===== src/sv/pfbr_pkg.sv =====
// ----------------------------------------------------------------------------
// pfbr_pkg
// Types, codes and constants shared by the pulse filter / beat rate block.
// ----------------------------------------------------------------------------
package pfbr_pkg;

  localparam int unsigned NTAPS_DEFAULT = 32;
  localparam int unsigned QDEPTH        = 2;
  localparam int unsigned DIV_BITS      = 16;
  localparam int unsigned BPM_SCALE     = 60;

  localparam logic [9:0]         RATE_RESET   = 10'd50;
  localparam logic signed [15:0] THRESH_RESET = 16'sd10;
  localparam logic [7:0]         HOLD_RESET   = 8'd25;
  localparam logic [15:0]        INTERVAL_MAX = 16'hFFFF;

  // item operation codes
  localparam logic OP_LOAD   = 1'b0;
  localparam logic OP_SAMPLE = 1'b1;

  // configuration register indexes
  localparam logic [1:0] CFG_RATE   = 2'd0;
  localparam logic [1:0] CFG_THRESH = 2'd1;
  localparam logic [1:0] CFG_HOLD   = 2'd2;

  typedef struct packed {
    logic               operation;
    logic [4:0]         coeff_index;
    logic signed [15:0] coeff_value;
    logic signed [11:0] sample;
  } pfbr_in_t;

  typedef struct packed {
    logic [15:0] beats_per_minute;
    logic [15:0] interval_samples;
  } pfbr_out_t;

  typedef struct packed {
    logic               is_sample;
    logic               load_ok;
    logic [4:0]         coeff_index;
    logic signed [15:0] coeff_value;
    logic signed [11:0] sample;
  } pfbr_cmd_t;

  typedef struct packed {
    logic [9:0]         sample_rate_hz;
    logic signed [15:0] detect_threshold;
    logic [7:0]         holdoff_samples;
  } pfbr_cfg_t;

  typedef struct packed {
    logic idle;
    logic div_busy;
  } pfbr_stat_t;

  typedef enum logic [2:0] {
    ST_IDLE,
    ST_MAC,
    ST_DRAIN,
    ST_DECIDE,
    ST_DIV,
    ST_OUT
  } pfbr_state_e;

endpackage


===== src/sv/pfbr_front.sv =====
// ----------------------------------------------------------------------------
// pfbr_front
// Accepts items, classifies them and holds them in a short command queue.
// ----------------------------------------------------------------------------
module pfbr_front #(
  parameter int unsigned NTAPS = pfbr_pkg::NTAPS_DEFAULT
) (
  input  logic                clk_i,
  input  logic                rst_ni,
  input  logic                push,
  output logic                full,
  input  pfbr_pkg::pfbr_in_t  item_i,
  output logic                cmd_valid_o,
  output pfbr_pkg::pfbr_cmd_t cmd_o,
  input  logic                cmd_ready_i
);
  import pfbr_pkg::*;

  localparam int unsigned PTR_W = (QDEPTH > 1) ? $clog2(QDEPTH) : 1;
  localparam int unsigned CNT_W = $clog2(QDEPTH + 1);

  pfbr_cmd_t          slot_q [QDEPTH];
  logic [PTR_W-1:0]   wr_q, wr_d, rd_q, rd_d;
  logic [CNT_W-1:0]   cnt_q, cnt_d;
  pfbr_cmd_t          cmd_new;
  logic               do_push, do_pop;

  always_comb begin
    cmd_new.is_sample   = (item_i.operation == OP_SAMPLE);
    cmd_new.load_ok     = (32'(item_i.coeff_index) < NTAPS);
    cmd_new.coeff_index = item_i.coeff_index;
    cmd_new.coeff_value = item_i.coeff_value;
    cmd_new.sample      = item_i.sample;
  end

  assign full        = (cnt_q == CNT_W'(QDEPTH));
  assign cmd_valid_o = (cnt_q != '0);
  assign cmd_o       = slot_q[rd_q];
  assign do_push     = push && !full;
  assign do_pop      = cmd_valid_o && cmd_ready_i;

  always_comb begin
    wr_d  = wr_q;
    rd_d  = rd_q;
    cnt_d = cnt_q;
    if (do_push) begin
      wr_d = (wr_q == PTR_W'(QDEPTH - 1)) ? '0 : wr_q + 1'b1;
    end
    if (do_pop) begin
      rd_d = (rd_q == PTR_W'(QDEPTH - 1)) ? '0 : rd_q + 1'b1;
    end
    if (do_push && !do_pop) begin
      cnt_d = cnt_q + 1'b1;
    end else if (do_pop && !do_push) begin
      cnt_d = cnt_q - 1'b1;
    end
  end

  always_ff @(posedge clk_i or negedge rst_ni) begin
    if (!rst_ni) begin
      wr_q  <= '0;
      rd_q  <= '0;
      cnt_q <= '0;
    end else begin
      wr_q  <= wr_d;
      rd_q  <= rd_d;
      cnt_q <= cnt_d;
    end
  end

  always_ff @(posedge clk_i) begin
    if (do_push) begin
      slot_q[wr_q] <= cmd_new;
    end
  end

endmodule


===== src/sv/pfbr_div.sv =====
// ----------------------------------------------------------------------------
// pfbr_div
// Restoring unsigned divider, one quotient bit per cycle.
// ----------------------------------------------------------------------------
module pfbr_div (
  input  logic        clk_i,
  input  logic        rst_ni,
  input  logic        start_i,
  input  logic [15:0] dividend_i,
  input  logic [15:0] divisor_i,
  output logic        busy_o,
  output logic        done_o,
  output logic [15:0] quotient_o
);
  import pfbr_pkg::*;

  localparam int unsigned CNT_W = $clog2(DIV_BITS + 1);

  logic [CNT_W-1:0] cnt_q;
  logic             done_q;
  logic [15:0]      rem_q, quo_q, dvs_q;
  logic [16:0]      trial, diff;
  logic             fits;

  assign trial = {rem_q, quo_q[15]};
  assign diff  = trial - {1'b0, dvs_q};
  assign fits  = (trial >= {1'b0, dvs_q});

  always_ff @(posedge clk_i or negedge rst_ni) begin
    if (!rst_ni) begin
      cnt_q  <= '0;
      done_q <= 1'b0;
    end else begin
      done_q <= 1'b0;
      if (start_i) begin
        cnt_q <= CNT_W'(DIV_BITS);
      end else if (cnt_q != '0) begin
        cnt_q <= cnt_q - 1'b1;
        if (cnt_q == CNT_W'(1)) begin
          done_q <= 1'b1;
        end
      end
    end
  end

  always_ff @(posedge clk_i) begin
    if (start_i) begin
      rem_q <= '0;
      quo_q <= dividend_i;
      dvs_q <= divisor_i;
    end else if (cnt_q != '0) begin
      rem_q <= fits ? diff[15:0] : trial[15:0];
      quo_q <= {quo_q[14:0], fits};
    end
  end

  assign busy_o     = (cnt_q != '0);
  assign done_o     = done_q;
  assign quotient_o = quo_q;

endmodule


===== src/sv/pfbr_back.sv =====
// ----------------------------------------------------------------------------
// pfbr_back
// Carries out commands: coefficient loads, FIR multiply-accumulate over the
// taps, beat detection, rate division and the result register.
// ----------------------------------------------------------------------------
module pfbr_back #(
  parameter int unsigned NTAPS = pfbr_pkg::NTAPS_DEFAULT
) (
  input  logic                 clk_i,
  input  logic                 rst_ni,
  input  pfbr_pkg::pfbr_cfg_t  cfg_i,
  input  logic                 cmd_valid_i,
  input  pfbr_pkg::pfbr_cmd_t  cmd_i,
  output logic                 cmd_ready_o,
  input  logic                 pop,
  output logic                 empty,
  output pfbr_pkg::pfbr_out_t  result_o,
  output pfbr_pkg::pfbr_stat_t stat_o
);
  import pfbr_pkg::*;

  localparam int unsigned TAP_W  = (NTAPS > 1) ? $clog2(NTAPS) : 1;
  localparam int unsigned FILL_W = $clog2(NTAPS + 1);
  localparam int unsigned ACC_W  = 28 + $clog2(NTAPS);
  localparam int unsigned CMP_W  = ACC_W + 32;

  pfbr_state_e state_q, state_d;

  // control strobes
  logic coef_we, start_sample, issue, decide, div_start, load_out;

  // storage
  logic signed [15:0] coef_mem [NTAPS];
  logic signed [11:0] dly_mem  [NTAPS];

  logic [TAP_W-1:0]  wp_q, wp_next, rd_addr_q, tap_q;
  logic [FILL_W-1:0] fill_q;
  logic              last_tap, tap_live;

  logic signed [15:0]      coef_rd_q;
  logic signed [11:0]      dly_rd_q, dly_gated;
  logic                    v1_q, live1_q, v2_q;
  logic signed [27:0]      prod_q;
  logic signed [ACC_W-1:0] acc_q;

  logic signed [CMP_W-1:0] acc_ext, lim_ext;
  logic signed [30:0]      lim31;
  logic                    above, emit;

  logic [7:0]  hold_q;
  logic [15:0] interval_q, ivl_res_q;

  logic        div_busy, div_done;
  logic [15:0] quotient, dividend;

  pfbr_out_t res_q;
  logic      res_valid_q, slot_free;

  assign wp_next   = (wp_q == TAP_W'(NTAPS - 1)) ? '0 : wp_q + 1'b1;
  assign last_tap  = (tap_q == TAP_W'(NTAPS - 1));
  assign tap_live  = (FILL_W'(tap_q) < fill_q);
  assign slot_free = !res_valid_q || pop;

  // floor(acc / 2^15) > t  <=>  acc > t * 2^15 + 32767
  assign lim31   = {cfg_i.detect_threshold, 15'h7FFF};
  assign acc_ext = CMP_W'(acc_q);
  assign lim_ext = CMP_W'(lim31);
  assign above   = (acc_ext > lim_ext);
  assign emit    = above && (hold_q == '0) && (interval_q != '0);
  assign dividend = 16'(32'(cfg_i.sample_rate_hz) * BPM_SCALE);

  always_comb begin
    state_d      = state_q;
    cmd_ready_o  = 1'b0;
    coef_we      = 1'b0;
    start_sample = 1'b0;
    issue        = 1'b0;
    decide       = 1'b0;
    div_start    = 1'b0;
    load_out     = 1'b0;
    case (state_q)
      ST_IDLE: begin
        cmd_ready_o = 1'b1;
        if (cmd_valid_i) begin
          if (cmd_i.is_sample) begin
            start_sample = 1'b1;
            state_d      = ST_MAC;
          end else begin
            coef_we = cmd_i.load_ok;
          end
        end
      end
      ST_MAC: begin
        issue = 1'b1;
        if (last_tap) begin
          state_d = ST_DRAIN;
        end
      end
      ST_DRAIN: begin
        // wait for the last product to land in the accumulator
        if (!v1_q && !v2_q) begin
          state_d = ST_DECIDE;
        end
      end
      ST_DECIDE: begin
        decide = 1'b1;
        if (emit) begin
          div_start = 1'b1;
          state_d   = ST_DIV;
        end else begin
          state_d = ST_IDLE;
        end
      end
      ST_DIV: begin
        if (div_done) begin
          state_d = ST_OUT;
        end
      end
      ST_OUT: begin
        if (slot_free) begin
          load_out = 1'b1;
          state_d  = ST_IDLE;
        end
      end
      default: begin
        state_d = ST_IDLE;
      end
    endcase
  end

  always_ff @(posedge clk_i or negedge rst_ni) begin
    if (!rst_ni) begin
      state_q <= ST_IDLE;
    end else begin
      state_q <= state_d;
    end
  end

  // coefficient and delay line memories
  always_ff @(posedge clk_i) begin
    if (coef_we) begin
      coef_mem[TAP_W'(cmd_i.coeff_index)] <= cmd_i.coeff_value;
    end
    coef_rd_q <= coef_mem[tap_q];
  end

  always_ff @(posedge clk_i) begin
    if (start_sample) begin
      dly_mem[wp_next] <= cmd_i.sample;
    end
    dly_rd_q <= dly_mem[rd_addr_q];
  end

  // control state of the filter and detector
  always_ff @(posedge clk_i or negedge rst_ni) begin
    if (!rst_ni) begin
      wp_q       <= '0;
      fill_q     <= '0;
      v1_q       <= 1'b0;
      v2_q       <= 1'b0;
      hold_q     <= '0;
      interval_q <= '0;
      res_valid_q <= 1'b0;
    end else begin
      v1_q <= issue;
      v2_q <= v1_q;
      if (start_sample) begin
        wp_q <= wp_next;
        if (fill_q != FILL_W'(NTAPS)) begin
          fill_q <= fill_q + 1'b1;
        end
      end
      if (decide) begin
        if (above) begin
          hold_q <= cfg_i.holdoff_samples;
        end else if (hold_q != '0) begin
          hold_q <= hold_q - 1'b1;
        end
        if (above && (hold_q == '0)) begin
          interval_q <= 16'd1;
        end else if (interval_q != INTERVAL_MAX) begin
          interval_q <= interval_q + 1'b1;
        end
      end
      if (load_out) begin
        res_valid_q <= 1'b1;
      end else if (pop) begin
        res_valid_q <= 1'b0;
      end
    end
  end

  assign dly_gated = live1_q ? dly_rd_q : '0;

  // multiply-accumulate datapath
  always_ff @(posedge clk_i) begin
    if (start_sample) begin
      tap_q     <= '0;
      rd_addr_q <= wp_next;
      acc_q     <= '0;
    end else begin
      if (issue) begin
        tap_q     <= tap_q + 1'b1;
        rd_addr_q <= (rd_addr_q == '0) ? TAP_W'(NTAPS - 1) : rd_addr_q - 1'b1;
      end
      if (v2_q) begin
        acc_q <= acc_q + ACC_W'(prod_q);
      end
    end
    live1_q <= tap_live;
    prod_q  <= coef_rd_q * dly_gated;
    if (decide) begin
      ivl_res_q <= interval_q;
    end
    if (load_out) begin
      res_q.beats_per_minute <= quotient;
      res_q.interval_samples <= ivl_res_q;
    end
  end

  pfbr_div u_div (
    .clk_i      (clk_i),
    .rst_ni     (rst_ni),
    .start_i    (div_start),
    .dividend_i (dividend),
    .divisor_i  (interval_q),
    .busy_o     (div_busy),
    .done_o     (div_done),
    .quotient_o (quotient)
  );

  assign empty    = !res_valid_q;
  assign result_o = res_q;

  always_comb begin
    stat_o.idle     = (state_q == ST_IDLE);
    stat_o.div_busy = div_busy;
  end

endmodule


===== src/sv/pulse_filter_beat_rate.sv =====
// ----------------------------------------------------------------------------
// pulse_filter_beat_rate
// FIR-filtered pulse sensor beat detector reporting interval and beat rate.
// ----------------------------------------------------------------------------
// Usage: items enter through push/full and carry either a coefficient load
// (operation 0) or a sensor sample (operation 1). Results leave through
// empty/pop: while empty is low the oldest result sits on result_o, and pop
// takes it. A sample gives at most one result, only when it declares a beat.
// A two-entry command queue sits behind the input, so items are taken while
// the engine works. The engine writes a load while it stays idle. A sample
// runs through the single shared multiply-accumulate that walks the taps
// one per cycle; a sample that reports a beat then goes through the
// bit-serial divider before its result is loaded. If the result register
// is still held, the engine waits for pop and the queue fills up, which
// then raises full. Configuration is to be written through cfg_we_i/
// cfg_idx_i/cfg_data_i only while idle; the block does not enforce this.
// Reset clears the delay line (through a fill count), the hold-off and
// interval counters and the queues, and restores the register defaults.
// Coefficients hold no reset value and must all be loaded before samples.
// ----------------------------------------------------------------------------
module pulse_filter_beat_rate #(
  parameter int unsigned NTAPS = pfbr_pkg::NTAPS_DEFAULT
) (
  input  logic                clk_i,
  input  logic                rst_ni,
  input  logic                push,
  output logic                full,
  input  pfbr_pkg::pfbr_in_t  item_i,
  output logic                empty,
  input  logic                pop,
  output pfbr_pkg::pfbr_out_t result_o,
  input  logic                cfg_we_i,
  input  logic [1:0]          cfg_idx_i,
  input  logic [15:0]         cfg_data_i
);
  import pfbr_pkg::*;

  pfbr_cfg_t  cfg_q;
  pfbr_cmd_t  cmd;
  logic       cmd_valid, cmd_ready;
  pfbr_stat_t stat;

  always_ff @(posedge clk_i or negedge rst_ni) begin
    if (!rst_ni) begin
      cfg_q.sample_rate_hz   <= RATE_RESET;
      cfg_q.detect_threshold <= THRESH_RESET;
      cfg_q.holdoff_samples  <= HOLD_RESET;
    end else if (cfg_we_i) begin
      case (cfg_idx_i)
        CFG_RATE:   cfg_q.sample_rate_hz   <= cfg_data_i[9:0];
        CFG_THRESH: cfg_q.detect_threshold <= signed'(cfg_data_i);
        CFG_HOLD:   cfg_q.holdoff_samples  <= cfg_data_i[7:0];
        default: begin
          // drop writes to unused indexes
        end
      endcase
    end
  end

  pfbr_front #(
    .NTAPS (NTAPS)
  ) u_front (
    .clk_i       (clk_i),
    .rst_ni      (rst_ni),
    .push        (push),
    .full        (full),
    .item_i      (item_i),
    .cmd_valid_o (cmd_valid),
    .cmd_o       (cmd),
    .cmd_ready_i (cmd_ready)
  );

  pfbr_back #(
    .NTAPS (NTAPS)
  ) u_back (
    .clk_i       (clk_i),
    .rst_ni      (rst_ni),
    .cfg_i       (cfg_q),
    .cmd_valid_i (cmd_valid),
    .cmd_i       (cmd),
    .cmd_ready_o (cmd_ready),
    .pop         (pop),
    .empty       (empty),
    .result_o    (result_o),
    .stat_o      (stat)
  );

`ifndef SYNTHESIS
  a_cmd_hold: assert property (@(posedge clk_i) disable iff (!rst_ni)
    cmd_valid && !cmd_ready |=> cmd_valid && $stable(cmd))
    else $error("queued command changed while the engine was busy");

  a_result_after_work: assert property (@(posedge clk_i) disable iff (!rst_ni)
    $fell(empty) |-> !$past(stat.idle))
    else $error("result appeared without engine activity");

  a_no_accept_in_divide: assert property (@(posedge clk_i) disable iff (!rst_ni)
    stat.div_busy |-> !cmd_ready)
    else $error("engine took a command while dividing");
`endif

endmodule

===== config.mk =====
export PLATFORM = sky130hd
export DESIGN_NAME = pulse_filter_beat_rate
export DESIGN_NICKNAME = d
export VERILOG_FILES = /design/src/sv/pfbr_pkg.sv /design/src/sv/pfbr_front.sv /design/src/sv/pfbr_div.sv /design/src/sv/pfbr_back.sv /design/src/sv/pulse_filter_beat_rate.sv
export SDC_FILE = /design/constraint.sdc
export NUM_CORES = 2
export LEC_CHECK = 0
export ABC_AREA = 1
export BUFFER_PORTS_ARGS = -buffer_cell sky130_fd_sc_hd__buf_2
export CORE_ASPECT_RATIO = 0.9
export CORE_MARGIN = 2
export CORE_UTILIZATION = 45
export CTS_CLUSTER_DIAMETER = 30
export DETAILED_ROUTE_END_ITERATION = 10
export SYNTH_ARGS = -nofsm -noshare
export SYNTH_HDL_FRONTEND = slang
export SYNTH_SLANG_ARGS = --single-unit

===== constraint.sdc =====
create_clock -name clk_i -period 6.3 [get_ports clk_i]
set_input_delay 0.315 -clock clk_i [delete_from_list [all_inputs] [get_ports clk_i]]
set_output_delay 0.315 -clock clk_i [all_outputs]
set_load 0.03 [all_outputs]

==> metrics.md <==
| Metric | Value |
|---|---|
| Slew HR | 0.150 |
| Seq cells post-synth | 1,245 |
| Core area | 131,000 um^2 |
| WL per Instance | 20.3 um |
| Worst slew pin tran | 1270 ps |
| DRC | 0 |
| Detailed Routing Iterations Pass 1 | 5 |
| # setup viols final | 0 |
| Clock latency at the later pin of the worst-skew pair | 860 ps |
| Simple-gate share of the synthesized area | 0.125 |
| Gr ovfl total | 0 |
| Largest family of logic cells by synthesized area | simple AND/OR/NAND/NOR gates |
| Unique masters post-synth | 56 |
| Root buffer cell | clkbuf_16 |
| Clock Path Buffers | 3 |
| CP Capture Type | flop |
| XOR/XNOR Fraction of Synth Area | 0.0127 |
| Most frequent cells in the layout | edfxtp_1, nor2_1, nand2_1 |
| PortBufs | 90 |
| Cell taking the most area after synthesis | edfxtp_1 |
| P&R area growth vs syn | 18.9% |
| Starting Density | 0.455 |
| Post-layout min period | 5750 ps |
| Synth Instances | 5,492 |
| GP Congestion | 0.893 |
| TritonCTS clock tree | built |
| DIE AREA | 136,000 um^2 |
| Num rows | 126 |
| Clock sink count | 1,245 |
| Final wirelength | 155 mm |
| Post-CTS setup buffer count | 0 |
| Sequential area share after synthesis | 0.599 |
| Critical Path RT | 7020 ps |
| Commonest non-fill, non-tap cell in the layout | edfxtp_1 |
| Compound-gate portion of the synthesized area | 0.102 |
| Initial antenna violation count | 1 |
| Ys async rst share | 0.0683 |
| Synth top area share | 0.526 |
| Main synth FF type | edfxtp_1 |
| Vias in the first global route | 39,800 |
| Worst min path class | input pin to async pin |
| Syn_nets | 5,905 |
| DR vias | 41,100 |
| Synth Cell Area | 59,800 um^2 |
| Max-cap viol count | 0 |
| Clock transition at path regs | 60 ps |
| Max Slew Vio Count | 0 |
| Total CTS buffers | 240 |
| Final TNS setup | 0 ps |
| Utilization after layout | 0.541 |
| Die height | 350 um |
| Startpoint type of the worst setup path | flop |
| Initial drt markers | 3,578 |
| Skew final | 120 ps |
| Syn avg cell area | 10.9 um^2 |
| Largest net degree at the start of global routing | 167 |
| IO Pins | 91 |
| # nets final | 6,116 |
| First-pass GRT wire length | 238 mm |
| CP arrival | 6470 ps |
| Multiplexer share of the synthesized area | 0.00795 |
| Status | finished, final reports clean |
| Crit share post-route | 0.912 |
| Die Width | 388 um |
| Fin. Hold Viols | 0 |
| Filler instances | 11,200 |
| Antenna Nets Post-Route | 0 |
| DP HPWL | 96.0 mm |
| Crit Path Category | flop to flop |
| EDFF count, synth | 1,047 |
| Total number of yosys warnings | 0 |
| Share of cells above drive strength 1 | 0.108 |
| CP max FO | 12 |
| H-tree levels | 4 |
| Max Clk Rate | 174 MHz |
| Post-Synth Adder-Cell Area | 0.0992 |
| Dominant cells by area after synthesis | edfxtp_1, fa_1, nor2_1 |
| GRT Total Usage | 0.227 |
| Vias per inst | 5.39 |
| Inserted Diodes | 0 |
| RSZ-0062 raised after global routing | no |
| WHS | 26.6 ps |
-- area by class of cell --
| type | instances | area (um^2) | area share |
|---|---|---|---|
| inverter | 562 | 2120 | 0.0298 |
| tap | 1728 | 2160 | 0.0304 |
| clock inverter | 171 | 2400 | 0.0337 |
| clock buffer | 279 | 6240 | 0.0877 |
| sequential | 1245 | 35800 | 0.504 |
| multi-input combinational | 3436 | 20800 | 0.292 |
| timing repair buffer | 218 | 1580 | 0.0222 |
-- worst max-delay path, cell delays in order, from the launching register on --
cell and delay (ps):
dfxtp_1 530, nand2_1 280, inv_1 390, nand2_1 140
fa_1 590, fa_1 450, fa_1 590, inv_1 70
fa_1 470, inv_1 50, fa_1 470, inv_1 40
ha_1 340, nand2_1 80, nor3_1 370, a21oi_1 210
o21bai_1 280, nand3_1 110, nand2_1 90, xor2_1 130
-- per-stage QoR --
stage	std cells	cell area, um^2	setup WS, ps
2_1_floorplan	5492	59800	1210
3_3_place_gp	7137	62000	670
3_5_place_dp	7137	62000	570
4_1_cts	7639	71100	564
5_1_grt	7639	71100	197
6_report	7639	71100	553
-- registers in the layout, indices dropped and copies added, names as in the netlist, 2 cells and up --
name,cells
u_back.u_div.dvs_q,16
u_back.dly_rd_q,12
u_back.coef_mem,512
u_back.wp_q,5
u_back.hold_q,8
u_back.u_div.quotient_o,16
u_back.coef_rd_q,16
u_back.u_div.rem_q,16
cfg_q,34
u_back.rd_addr_q,5
u_back.dly_mem,384
u_back.acc_q,33
u_back.result_o,32
u_back.prod_q,28
u_front.slot_q,68
u_back.u_div.cnt_q,5
u_back.ivl_res_q,16
u_back.interval_q,16
u_back.fill_q,6
u_front.cnt_q,2
u_back.state_q,3
u_back.tap_q,5
-- timing repair --
action | 4_1_cts | 5_1_grt
hold buffers | 52 | 0
resized for setup | 0 | 0
endpoints found under the hold margin | 137 | 0
-- final timing paths --
path	start	to	slack, ps	cells after the start
worst max-delay path	u_back.live1_q	u_back.prod_q[21]	550	19
worst min-delay path	rst_ni	cfg_q[33]	30	2
worst max register to register	u_back.live1_q	u_back.prod_q[21]	550	19
worst min register to register	u_back.v1_q	u_back.v2_q	370	0
max in group asynchronous	rst_ni	u_back.u_div.cnt_q[4]	5030	3
min in group clk_i	push	u_front.wr_q	130	5
-- logic make-up (layout without fill, tap and decap cells) --
group	count (synthesis)	after routing
AND/OR/NAND/NOR	1853	1853
flip-flops	1245	1245
AO/OA/AOI/OAI	1096	1096
buffers and inverters	811	1230
adder cells (fa/ha/maj)	356	356
XOR/XNOR	87	87
multiplexers	44	44
-- cells in the mapped netlist, types with 6 or more instances --
cell and n:
nand4_1 23, edfxtp_1 1047, nor3_1 28, o21bai_1 35, nand3_1 178, fa_1 197
xnor2_1 30, buf_1 9, o221ai_1 65, o21ai_0 600, ha_1 159, inv_1 553
xor2_1 57, dfxtp_1 113, o21ai_1 54, buf_6 7, clkbuf_1 159, buf_4 6
nor2_1 881, nand2_1 700, dfstp_2 8, nand3b_1 9, nand2_2 6, a21oi_1 128
mux2_2 28, a21o_1 11, o22ai_1 182, mux2i_1 16, dfrtp_1 77, nor4_1 9
buf_2 66
-- layer usage --
| metal | wire length [um] | global-route usage | part of all wire | vias up |
|---|---|---|---|---|
| met4 | 2970 | 0.0627 | 0.019 | 2 |
| met2 | 69000 | 0.342 | 0.45 | 1349 |
| met3 | 10600 | 0.0376 | 0.068 | 210 |
| met5 | 13 | 0 | 0.000084 | - |
| met1 | 72200 | 0.339 | 0.47 | 20200 |
| li1 | - | - | - | 19400 |
Power is not shown: default switching activity piles up to over one toggle a cycle in this logic, so the estimate is an artifact.
